===== src/nlt_pkg.sv =====
// Shared types and constants of the node liveness table core.
// Used by the controller, the datapath, the top level and the checker.
package nlt_pkg;

    localparam int TABLE_DEPTH = 16;
    localparam int IDX_W       = (TABLE_DEPTH > 1) ? $clog2(TABLE_DEPTH) : 1;

    localparam logic [1:0] CMD_JOIN      = 2'd0;
    localparam logic [1:0] CMD_HEARTBEAT = 2'd1;
    localparam logic [1:0] CMD_TICK      = 2'd2;

    localparam logic [1:0] EV_ONLINE  = 2'd0;
    localparam logic [1:0] EV_OFFLINE = 2'd1;
    localparam logic [1:0] EV_FULL    = 2'd2;

    localparam logic [7:0] LIMIT_RESET = 8'd3;

    typedef struct packed {
        logic [1:0]  command;
        logic [15:0] node_addr;
        logic [7:0]  node_type;
        logic [7:0]  led_status;
    } in_t;

    typedef struct packed {
        logic [1:0]  event_res;
        logic [15:0] report_addr;
        logic [7:0]  report_type;
        logic [7:0]  report_status;
        logic        last;
    } out_t;

    // Commands from the controller to the datapath.
    typedef struct packed {
        logic load_req;   // capture request, clear search flags and expiry mask
        logic scan_step;  // examine the slot under the index, then advance
        logic commit_join;
        logic commit_hb;
        logic emit_join;
        logic emit_off;   // report the slot under the index offline, advance
        logic skip;       // advance the index only
    } ctrl_cmd_t;

    // Status from the datapath to the controller.
    typedef struct packed {
        logic [1:0] req_cmd;
        logic       idx_last;
        logic       mask_any;
        logic       mask_bit;
        logic       mask_rest_empty;
        logic       out_free;
    } ctrl_stat_t;

endpackage


===== src/nlt_datapath.sv =====
// Datapath of the node liveness table: slot storage, scan index, search flags,
// expiry mask and the result register. Depends on nlt_pkg.
module nlt_datapath (
    input  logic                aclk,
    input  logic                aresetn,
    input  nlt_pkg::in_t        s_data,
    input  logic                cfg_valid,
    input  logic [7:0]          cfg_heartbeat_limit,
    input  logic                m_ready,
    output logic                m_valid,
    output nlt_pkg::out_t       m_data,
    input  nlt_pkg::ctrl_cmd_t  cmd,
    output nlt_pkg::ctrl_stat_t stat
);

    localparam int DEPTH = nlt_pkg::TABLE_DEPTH;
    localparam int IW    = nlt_pkg::IDX_W;

    nlt_pkg::in_t           req_reg;
    logic [7:0]             limit_reg;
    logic [IW-1:0]          idx_reg;
    logic                   hit_reg;
    logic [IW-1:0]          hit_idx_reg;
    logic                   free_reg;
    logic [IW-1:0]          free_idx_reg;
    logic [DEPTH-1:0]       mask_reg;
    logic [DEPTH-1:0]       valid_reg;
    logic                   m_valid_reg;
    nlt_pkg::out_t          m_data_reg;

    logic [15:0]            addr_mem [DEPTH];
    logic [7:0]             cnt_mem  [DEPTH];
    logic [7:0]             type_mem [DEPTH];
    logic [7:0]             stat_mem [DEPTH];

    logic                   idx_last;
    logic [IW-1:0]          idx_inc;
    logic [7:0]             cnt_dec;
    logic                   addr_eq;
    logic [DEPTH-1:0]       mask_rest;
    logic                   placed;
    logic [IW-1:0]          tgt_idx;
    logic                   out_free;
    logic                   advance;

    assign idx_last = (idx_reg == IW'(DEPTH - 1));
    assign idx_inc  = idx_last ? '0 : idx_reg + IW'(1);
    assign advance  = cmd.scan_step | cmd.emit_off | cmd.skip;

    // Saturating decrement of the slot under the index.
    assign cnt_dec  = (cnt_mem[idx_reg] == 8'd0) ? 8'd0 : cnt_mem[idx_reg] - 8'd1;
    assign addr_eq  = valid_reg[idx_reg] && (addr_mem[idx_reg] == req_reg.node_addr);

    always_comb begin
        mask_rest          = mask_reg;
        mask_rest[idx_reg] = 1'b0;
    end

    assign placed   = hit_reg | free_reg;
    assign tgt_idx  = hit_reg ? hit_idx_reg : free_idx_reg;
    assign out_free = !m_valid_reg || m_ready;

    always_ff @(posedge aclk) begin
        if (!aresetn) begin
            limit_reg   <= nlt_pkg::LIMIT_RESET;
            idx_reg     <= '0;
            hit_reg     <= 1'b0;
            free_reg    <= 1'b0;
            mask_reg    <= '0;
            valid_reg   <= '0;
            m_valid_reg <= 1'b0;
        end else begin
            if (cfg_valid) begin
                limit_reg <= cfg_heartbeat_limit;
            end
            if (cmd.load_req) begin
                idx_reg  <= '0;
                hit_reg  <= 1'b0;
                free_reg <= 1'b0;
                mask_reg <= '0;
            end else if (advance) begin
                idx_reg <= idx_inc;
            end
            if (cmd.scan_step) begin
                if (req_reg.command == nlt_pkg::CMD_TICK) begin
                    // Free the slot as soon as its counter runs out.
                    if (valid_reg[idx_reg] && cnt_dec == 8'd0) begin
                        valid_reg[idx_reg] <= 1'b0;
                        mask_reg[idx_reg]  <= 1'b1;
                    end
                end else begin
                    if (addr_eq && !hit_reg) begin
                        hit_reg <= 1'b1;
                    end
                    if (!valid_reg[idx_reg] && !free_reg) begin
                        free_reg <= 1'b1;
                    end
                end
            end
            if (cmd.commit_join && placed) begin
                valid_reg[tgt_idx] <= 1'b1;
            end
            if (cmd.emit_off) begin
                mask_reg[idx_reg] <= 1'b0;
            end
            if (cmd.emit_join || cmd.emit_off) begin
                m_valid_reg <= 1'b1;
            end else if (m_ready) begin
                m_valid_reg <= 1'b0;
            end
        end
    end

    // Payload: request, slot contents, captured indexes and result data.
    always_ff @(posedge aclk) begin
        if (cmd.load_req) begin
            req_reg <= s_data;
        end
        if (cmd.scan_step) begin
            if (req_reg.command == nlt_pkg::CMD_TICK) begin
                if (valid_reg[idx_reg]) begin
                    cnt_mem[idx_reg] <= cnt_dec;
                end
            end else begin
                if (addr_eq && !hit_reg) begin
                    hit_idx_reg <= idx_reg;
                end
                if (!valid_reg[idx_reg] && !free_reg) begin
                    free_idx_reg <= idx_reg;
                end
            end
        end
        if (cmd.commit_join && placed) begin
            addr_mem[tgt_idx] <= req_reg.node_addr;
            type_mem[tgt_idx] <= req_reg.node_type;
            stat_mem[tgt_idx] <= req_reg.led_status;
            cnt_mem[tgt_idx]  <= limit_reg;
        end
        if (cmd.commit_hb && hit_reg) begin
            cnt_mem[hit_idx_reg] <= limit_reg;
        end
        if (cmd.emit_join) begin
            m_data_reg.event_res     <= placed ? nlt_pkg::EV_ONLINE : nlt_pkg::EV_FULL;
            m_data_reg.report_addr   <= req_reg.node_addr;
            m_data_reg.report_type   <= req_reg.node_type;
            m_data_reg.report_status <= req_reg.led_status;
            m_data_reg.last          <= 1'b1;
        end else if (cmd.emit_off) begin
            m_data_reg.event_res     <= nlt_pkg::EV_OFFLINE;
            m_data_reg.report_addr   <= addr_mem[idx_reg];
            m_data_reg.report_type   <= type_mem[idx_reg];
            m_data_reg.report_status <= stat_mem[idx_reg];
            m_data_reg.last          <= (mask_rest == '0);
        end
    end

    assign m_valid = m_valid_reg;
    assign m_data  = m_data_reg;

    assign stat.req_cmd         = req_reg.command;
    assign stat.idx_last        = idx_last;
    assign stat.mask_any        = (mask_reg != '0);
    assign stat.mask_bit        = mask_reg[idx_reg];
    assign stat.mask_rest_empty = (mask_rest == '0);
    assign stat.out_free        = out_free;

endmodule


===== src/nlt_ctrl.sv =====
// Controller of the node liveness table: sequences the slot scan, the commit
// and the offline walk. Depends on nlt_pkg.
module nlt_ctrl (
    input  logic                aclk,
    input  logic                aresetn,
    input  logic                s_valid,
    output logic                s_ready,
    output nlt_pkg::ctrl_cmd_t  cmd,
    input  nlt_pkg::ctrl_stat_t stat
);

    typedef enum logic [1:0] {
        ST_IDLE,
        ST_SCAN,
        ST_FINISH,
        ST_WALK
    } state_t;

    state_t state_reg;
    state_t state_next;

    always_comb begin
        state_next = state_reg;
        cmd        = '0;
        case (state_reg)
            ST_IDLE: begin
                if (s_valid) begin
                    cmd.load_req = 1'b1;
                    state_next   = ST_SCAN;
                end
            end
            ST_SCAN: begin
                cmd.scan_step = 1'b1;
                if (stat.idx_last) begin
                    state_next = ST_FINISH;
                end
            end
            ST_FINISH: begin
                case (stat.req_cmd)
                    nlt_pkg::CMD_JOIN: begin
                        // Hold until the result register can take the report.
                        if (stat.out_free) begin
                            cmd.commit_join = 1'b1;
                            cmd.emit_join   = 1'b1;
                            state_next      = ST_IDLE;
                        end
                    end
                    nlt_pkg::CMD_HEARTBEAT: begin
                        cmd.commit_hb = 1'b1;
                        state_next    = ST_IDLE;
                    end
                    nlt_pkg::CMD_TICK: begin
                        state_next = stat.mask_any ? ST_WALK : ST_IDLE;
                    end
                    default: begin
                        state_next = ST_IDLE;
                    end
                endcase
            end
            ST_WALK: begin
                if (!stat.mask_bit) begin
                    cmd.skip = 1'b1;
                end else if (stat.out_free) begin
                    cmd.emit_off = 1'b1;
                    if (stat.mask_rest_empty) begin
                        state_next = ST_IDLE;
                    end
                end
            end
            default: begin
                state_next = ST_IDLE;
            end
        endcase
    end

    always_ff @(posedge aclk) begin
        if (!aresetn) begin
            state_reg <= ST_IDLE;
        end else begin
            state_reg <= state_next;
        end
    end

    assign s_ready = (state_reg == ST_IDLE);

endmodule


===== src/node_liveness_table_core.sv =====
// Node liveness table core: a table of TABLE_DEPTH node slots scanned one slot
// per clock. Every request is accepted and then scanned over all slots, and
// the next request is taken only once its handling is done. A join finishes
// once the output register can take its result; a heartbeat gives no result.
// A tick takes the same scan, then walks the slots again in ascending order up
// to the last expired node and reports each expired node; the walk halts on a
// report that the full output register cannot take until m_ready frees it. A
// finished result waits in the output register while the next request is
// taken. The heartbeat limit may be written only while idle.
module node_liveness_table_core (
    input  logic          aclk,
    input  logic          aresetn,
    input  logic          s_valid,
    output logic          s_ready,
    input  nlt_pkg::in_t  s_data,
    output logic          m_valid,
    input  logic          m_ready,
    output nlt_pkg::out_t m_data,
    input  logic          cfg_valid,
    output logic          cfg_ready,
    input  logic [7:0]    cfg_heartbeat_limit
);

    nlt_pkg::ctrl_cmd_t  cmd;
    nlt_pkg::ctrl_stat_t stat;

    assign cfg_ready = 1'b1;

    nlt_ctrl u_ctrl (
        .aclk    (aclk),
        .aresetn (aresetn),
        .s_valid (s_valid),
        .s_ready (s_ready),
        .cmd     (cmd),
        .stat    (stat)
    );

    nlt_datapath u_dp (
        .aclk                (aclk),
        .aresetn             (aresetn),
        .s_data              (s_data),
        .cfg_valid           (cfg_valid),
        .cfg_heartbeat_limit (cfg_heartbeat_limit),
        .m_ready             (m_ready),
        .m_valid             (m_valid),
        .m_data              (m_data),
        .cmd                 (cmd),
        .stat                (stat)
    );

endmodule


===== config.mk =====
export PLATFORM = sky130hd
export DESIGN_NAME = node_liveness_table_core
export DESIGN_NICKNAME = d
export VERILOG_FILES = /design/src/nlt_pkg.sv /design/src/nlt_datapath.sv /design/src/nlt_ctrl.sv /design/src/node_liveness_table_core.sv
export SDC_FILE = /design/constraint.sdc
export NUM_CORES = 1
export LEC_CHECK = 0
export ABC_AREA = 1
export BUFFER_PORTS_ARGS = -buffer_cell sky130_fd_sc_hd__buf_2
export CORE_MARGIN = 8
export CORE_UTILIZATION = 60
export CTS_CLUSTER_DIAMETER = 120
export CTS_CLUSTER_SIZE = 10
export DETAILED_ROUTE_END_ITERATION = 10
export PLACE_DENSITY = 0.73
export SYNTH_ARGS = -nofsm -noshare
export SYNTH_HDL_FRONTEND = slang
export SYNTH_SLANG_ARGS = --single-unit

===== constraint.sdc =====
create_clock -name aclk -period 6 [get_ports aclk]
set_clock_uncertainty 0.1 [all_clocks]
set_input_delay 0.6 -clock aclk [delete_from_list [all_inputs] [get_ports aclk]]
set_output_delay 0.6 -clock aclk [all_outputs]
set_load 0.005 [all_outputs]

* After elaboration in Yosys (flattened, before gate mapping)
Memories as Yosys holds them, arrays and structs flattened. A register that Yosys moved wholly into a read port is not among the register bits.
Index checks and enable logic that the tools add are counted.
** Word-level totals
- RAM bits :: 640
- Bits in latches :: 0
- Register bits :: 126
- Memories :: 4
- Memory bits (read-only) :: 0
- Input port bits :: 47
- Output and inout bits :: 38
** Memory list
- u_dp.addr_mem :: words 16, width 16, read ports 1, clocked after memory_dff 1, wr ports 1, RTL line nlt_datapath.sv:31 : logic [15:0] addr_mem [DEPTH];
- u_dp.cnt_mem :: words 16, width 8, read ports 1, clocked after memory_dff 1, wr ports 1, RTL line nlt_datapath.sv:32 : logic [7:0] cnt_mem [DEPTH];
- u_dp.stat_mem :: words 16, width 8, read ports 1, clocked after memory_dff 1, wr ports 1, RTL line nlt_datapath.sv:34 : logic [7:0] stat_mem [DEPTH];
- u_dp.type_mem :: words 16, width 8, read ports 1, clocked after memory_dff 1, wr ports 1, RTL line nlt_datapath.sv:33 : logic [7:0] type_mem [DEPTH];
** Cells by class
- Shift operators :: 0
- Add/sub/neg operators :: 2
- Reduce and logical (&&, ||, !) cells :: 28
- Bitwise gates (word level) :: 11
- Div/mod/pow operators :: 0
- $lt $le $gt $ge :: 4
- Multipliers :: 0
- Eq/ne operators :: 13
- Mux-type cells :: 77
** Operators with widths (number)
- 16-bit 2-to-1 mux :: 12
- 35-bit 2-to-1 mux :: 2
- 16-bit AND :: 3
- 4-bit 2-to-1 mux :: 12
- 1-bit 2-to-1 mux :: 32
- 16-bit OR :: 2
- 8-bit 2-to-1 mux :: 3
- 2-bit 2-to-1 mux :: 9
- 16-bit equality test :: 1
- 16-bit logical NOT :: 1
- 8-bit logical NOT :: 2
- 16-bit NOT :: 1
- 16-bit nonzero test :: 1
- 8-bit OR reduction :: 2
- 4-bit by 5-bit < comparator with 1-bit output, second input constant :: 2
- 1-bit binary-select mux with 4-bit select :: 2
- 1-bit demux with 4-bit select :: 2
- 4-bit by 1-bit >= comparator with 1-bit output, second input constant :: 2
- 1-bit logical AND :: 8
- 2-bit case mux with 4 select lines :: 1
- 8-bit by 1-bit subtractor with 8-bit output, second input constant :: 1
- 2-bit equality test, second input constant :: 3
- 2-bit by 1-bit inequality test with 1-bit output, second input constant :: 3
- 3-bit AND reduction :: 2
- other kinds (15) :: 26

* Logic depth before layout (Yosys ltp)
- Word-level depth :: 12
- Gate-level depth with buffers :: 22
- Gate-level depth less buffers :: 20

* Modules after synthesis
From an unflattened synthesis, not the netlist that was laid out.
** Second synthesis, totals
- Cells, all modules :: 2962
- Area, all modules :: 33100.5 sq um
** Modules (own cells, without submodules)
- nlt_datapath :: instances 1, area each 32822.7 sq um, cells each 2915
- nlt_ctrl :: instances 1, area each 266.5 sq um, cells each 45
- node_liveness_table_core :: instances 1, area each 11.3 sq um, cells each 2

* Least setup slack after synthesis
No wires, ideal clock.
- Path kind :: input-to-reg
- Start point :: input port m_ready
- End point :: memory u_dp.addr_mem[0][0] (enable)
- Stages on the path :: 7
- Setup slack :: 1855 ps
- Buffers on the path :: 1
- Data required time :: 5436 ps
- Arrival time :: 3581 ps
- Cells stage by stage :: nor2_1 -> inv_1 -> nand3_2 -> clkinv_1 -> nand2_1 -> clkbuf_1 -> nor3_1
** On the way
- Longest elaborated chain between the ends :: 7
** Ends and longest elaborated chain
- from (decl) :: RTL line node_liveness_table_core.sv:17 : input logic m_ready,
- 1-bit logical OR :: RTL line nlt_datapath.sv:61 : assign out_free = !m_valid_reg || m_ready;
- 1-bit 2-to-1 mux :: RTL line nlt_ctrl.sv:42 : if (stat.out_free) begin
- 1-bit 2-to-1 mux :: RTL line nlt_ctrl.sv:39 : case (stat.req_cmd)
- 3-bit 2-to-1 mux :: RTL line nlt_ctrl.sv:25 : case (state_reg)
- 1-bit logical AND :: RTL line nlt_datapath.sv:133 : if (cmd.commit_join && placed) begin
- 1-bit 2-to-1 mux :: RTL line nlt_datapath.sv:133
- 1-bit 2-to-1 mux (not written as such) :: RTL line nlt_datapath.sv:134 : addr_mem[tgt_idx] <= req_reg.node_addr;
- to (decl) :: RTL line nlt_datapath.sv:31
Every way passes these cells.

* Final worst setup path
- Start point :: register u_ctrl.state_reg[1]
- End point :: memory u_dp.cnt_mem[15][5] (enable)
** On the way
- Longest elaborated chain between the ends :: 8
- Elaborated cells between the ends (all ways) :: 18
- Those cells by class :: eq/ne (2); mux (12); reduce/logical (4)
** Ends and longest elaborated chain
- from (decl) :: RTL line nlt_ctrl.sv:19 : state_t state_reg;
- from (signal assigned) :: RTL line nlt_ctrl.sv:80 : state_reg <= state_next;
- 2-bit equality test :: RTL line nlt_ctrl.sv:25
- 3-bit 2-to-1 mux :: RTL line nlt_ctrl.sv:25
- 1-bit logical AND :: RTL line nlt_datapath.sv:133
- 1-bit 2-to-1 mux :: RTL line nlt_datapath.sv:133
- 1-bit 2-to-1 mux (not written as such) :: RTL line nlt_datapath.sv:137 : cnt_mem[tgt_idx] <= limit_reg;
- 8-bit OR reduction (no source line)
- 4-bit 2-to-1 mux (no source line) / 1-bit 2-to-1 mux (equally long branches) (2 in a row)
- to (decl) :: RTL line nlt_datapath.sv:32
Several ways; a longest one is shown, not always the timed one.

==> impl_metrics.ini <==
[run_status]
outcome = finished, final reports clean

[global_route]
grt_usage = 0.262
antenna_found_initial = 0
grt_max_degree = 209
grt_pass1_vias = 20780
globalRoute.totalOverflow = 0
grt_first_pass_wirelength_um = 122000

[cts]
postCtsHoldBufs = 0
h-tree-depth = 3
clockBufferDepth = 3
numCtsBuffers = 86
cts_tree = yes
post_cts_resized = 0
cts_setup_buffers = 0
clk_pin_slew_ns = 0.06
cts_sinks = 770
clkLatencyLatePin_ns = 0.63
root_buffer = clkbuf_16

[min_path]
min_path_cells = 1
min_from = s_data[9]
hold_path_end = u_dp.req_reg[9]$_DFFE_PP_
hp-class = in2reg

[detailed_routing]
routed_via_density = 6.25
drc_errors = 0
antenna_left = 0
avgRoutedWirePerCell_um = 23.5
routed_wl_um = 80500
vias = 21387
firstDrtPassIters = 6
drt_iter0_markers = 2475

[yosys]
synth_area_um2 = 31600
synth_edf_count = 716
syn_nets = 2699
synth.largest_area_cell = edfxtp_1
ys_top_cells_by_area = edfxtp_1 68%, nand2_1 5.4%, nor2_1 3.6%, o21ai_0 3.5%, dfxtp_1 3.4%
yosysTopAreaCellShare = 0.681
synth-seq-area-share = 0.715
async_reset_ff_frac = 0
synth_most_common_cell = edfxtp_1
ys_warn_count = 0
synth_cells = 2647
yosys-top-cells-count = 716 x edfxtp_1, 453 x nand2_1, 302 x nor2_1, 218 x o21ai_0, 174 x a21oi_1
ys_ff_latch = 770
synth_area_per_cell_um2 = 11.9
synthFlopType = edfxtp_1
ys_types = 46

[final_layout]
stdcell_count = 3422
drive_gt1_frac = 0.101
largest_reg_flops = 256
nets = 2753
syn2layout_area_growth_pct = 10.6
final_util = 0.667
regMostFlops = u_dp.addr_mem
diodes = 0

[worst_setup_path]
reg2reg_depth = 12
cp.required_ns = 6.13
crit_type = reg2reg
startpoint_type = register
r2r_end = u_dp.cnt_mem[15][5]$_DFFE_PP_
r2r_setup_slack_ns = 1.78
cp-end-kind = register
timing.rr.start = u_ctrl.state_reg[1]$_SDFFE_PN0P_
arrival_ns = 4.36
crit_path_max_fanout = 18

[floorplanning]
pin_count = 85
num_rows = 84
die_area_um2 = 60200
coreArea_um2 = 52300
die_height_um = 245
die_x_um = 245
start_util = 0.603

[placement]
placed_cells = 3301
routabilityCongestion = 0.901
dp_hpwl_um = 44500
io_buffers = 83

[sta]
fmax_mhz = 237
drv_slew = 0
fin_crit_ns = 4.22
setup_violations = 0
hold_slack_ns = 0.0409
rsz0062_at_grt = no
hold_violations = 0
worst_pin_slew_ns = 1.21
fin_tns_setup_ns = 0
fin_crit_sh = 0.704
slew-limit-headroom = 0.191

[run]
drv_cap = 0

[power]
p_total_w = 0.0139
ir_worst_vdd_uv = 355
power.density_nw_per_um2 = 397
p_leak_nw = 12.1
==> area by class of cell <==
type / count / area (um^2)
Clock buffer: 115 / 2280
Tap cell: 688 / 861
Fill cell: 3706 / 17400
Multi-Input combinational cell: 1558 / 7760
Sequential cell: 770 / 22600
Timing Repair Buffer: 120 / 718
Clock inverter: 6 / 90.1
Inverter: 165 / 629
==> placed cells by master, fill, tap and decap left out, types with 6 or more instances in the layout <==
cell,n
inv_2,7
o221ai_1,33
o21ai_1,6
buf_2,83
a22oi_1,43
a221oi_1,11
buf_4,35
o21ai_0,218
dfxtp_1,50
nor3_1,7
a21oi_1,174
nor2_1,290
o22ai_1,29
o211ai_1,44
nor2_4,14
nand3_2,13
edfxtp_1,716
clkbuf_16,87
inv_1,151
a21oi_2,9
a31oi_1,15
clkbuf_1,28
a22o_1,26
nand2_1,452
nand3_1,115
nand4_1,14
==> through the flow <==
step | setup WS (ns) | instance area (um^2)
5_1_grt | 1.46 | 34900
3_3_place_gp | 1.85 | 32600
6_report | 1.78 | 34900
2_1_floorplan | 1.86 | 31600
4_1_cts | 1.81 | 34900
3_5_place_dp | 1.72 | 32600
==> where the power goes <==
group | internal (W) | total, W | switching [W]
Combinational | 0.000720 | 0.00259 | 0.00187
Sequential | 0.00638 | 0.00667 | 0.000282
Clock | 0.00263 | 0.00462 | 0.00199
==> kinds of logic (layout without fill, tap and decap cells) <==
| group | count (synthesis) | after routing | synth area share |
|---|---|---|---|
| AO/OA/AOI/OAI | 621 | 621 | 0.118 |
| XOR/XNOR | 5 | 5 | 0.00139 |
| adder cells (fa/ha/maj) | 5 | 5 | 0.00198 |
| buffers and inverters | 319 | 406 | 0.0425 |
| flip-flops | 770 | 770 | 0.715 |
| other | 1 | 1 | 0.000119 |
| AND/OR/NAND/NOR | 926 | 926 | 0.121 |
==> critical path, cell delays in order (launching register included) <==
cell	delay, ns
dfxtp_1	0.39
inv_1	0.07
nor2_1	0.25
nand3_2	0.44
clkinv_1	0.12
buf_4	0.30
nand2_1	0.33
inv_1	0.21
nor2_1	0.05
buf_4	0.17
a221oi_1	0.45
nand2_1	0.19
nor2_1	0.74
==> how the worst max path moves through the flow <==
stage | from | end | slack [ns] | depth (start not counted)
2_1_floorplan | m_ready | u_dp.addr_mem[0][0]$_DFFE_PP_ | 1.86 | 7
3_3_place_gp | m_ready | u_dp.cnt_mem[15][3]$_DFFE_PP_ | 1.85 | 13
3_5_place_dp | m_ready | u_dp.cnt_mem[15][3]$_DFFE_PP_ | 1.72 | 13
4_1_cts | u_ctrl.state_reg[1]$_SDFFE_PN0P_ | u_dp.cnt_mem[15][5]$_DFFE_PP_ | 1.81 | 12
5_1_grt | u_ctrl.state_reg[1]$_SDFFE_PN0P_ | u_dp.cnt_mem[15][5]$_DFFE_PP_ | 1.46 | 12
6_report | u_ctrl.state_reg[1]$_SDFFE_PN0P_ | u_dp.cnt_mem[15][5]$_DFFE_PP_ | 1.78 | 12
==> per-layer routing <==
layer | vias up | track usage | share of wire
met5 | - | 0 | 0
met4 | 0 | 0.105 | 0.035
met3 | 197 | 0.0482 | 0.094
met2 | 1211 | 0.422 | 0.47
met1 | 10374 | 0.355 | 0.40
li1 | 9605 | - | -
(Power assumes the default switching activity.)
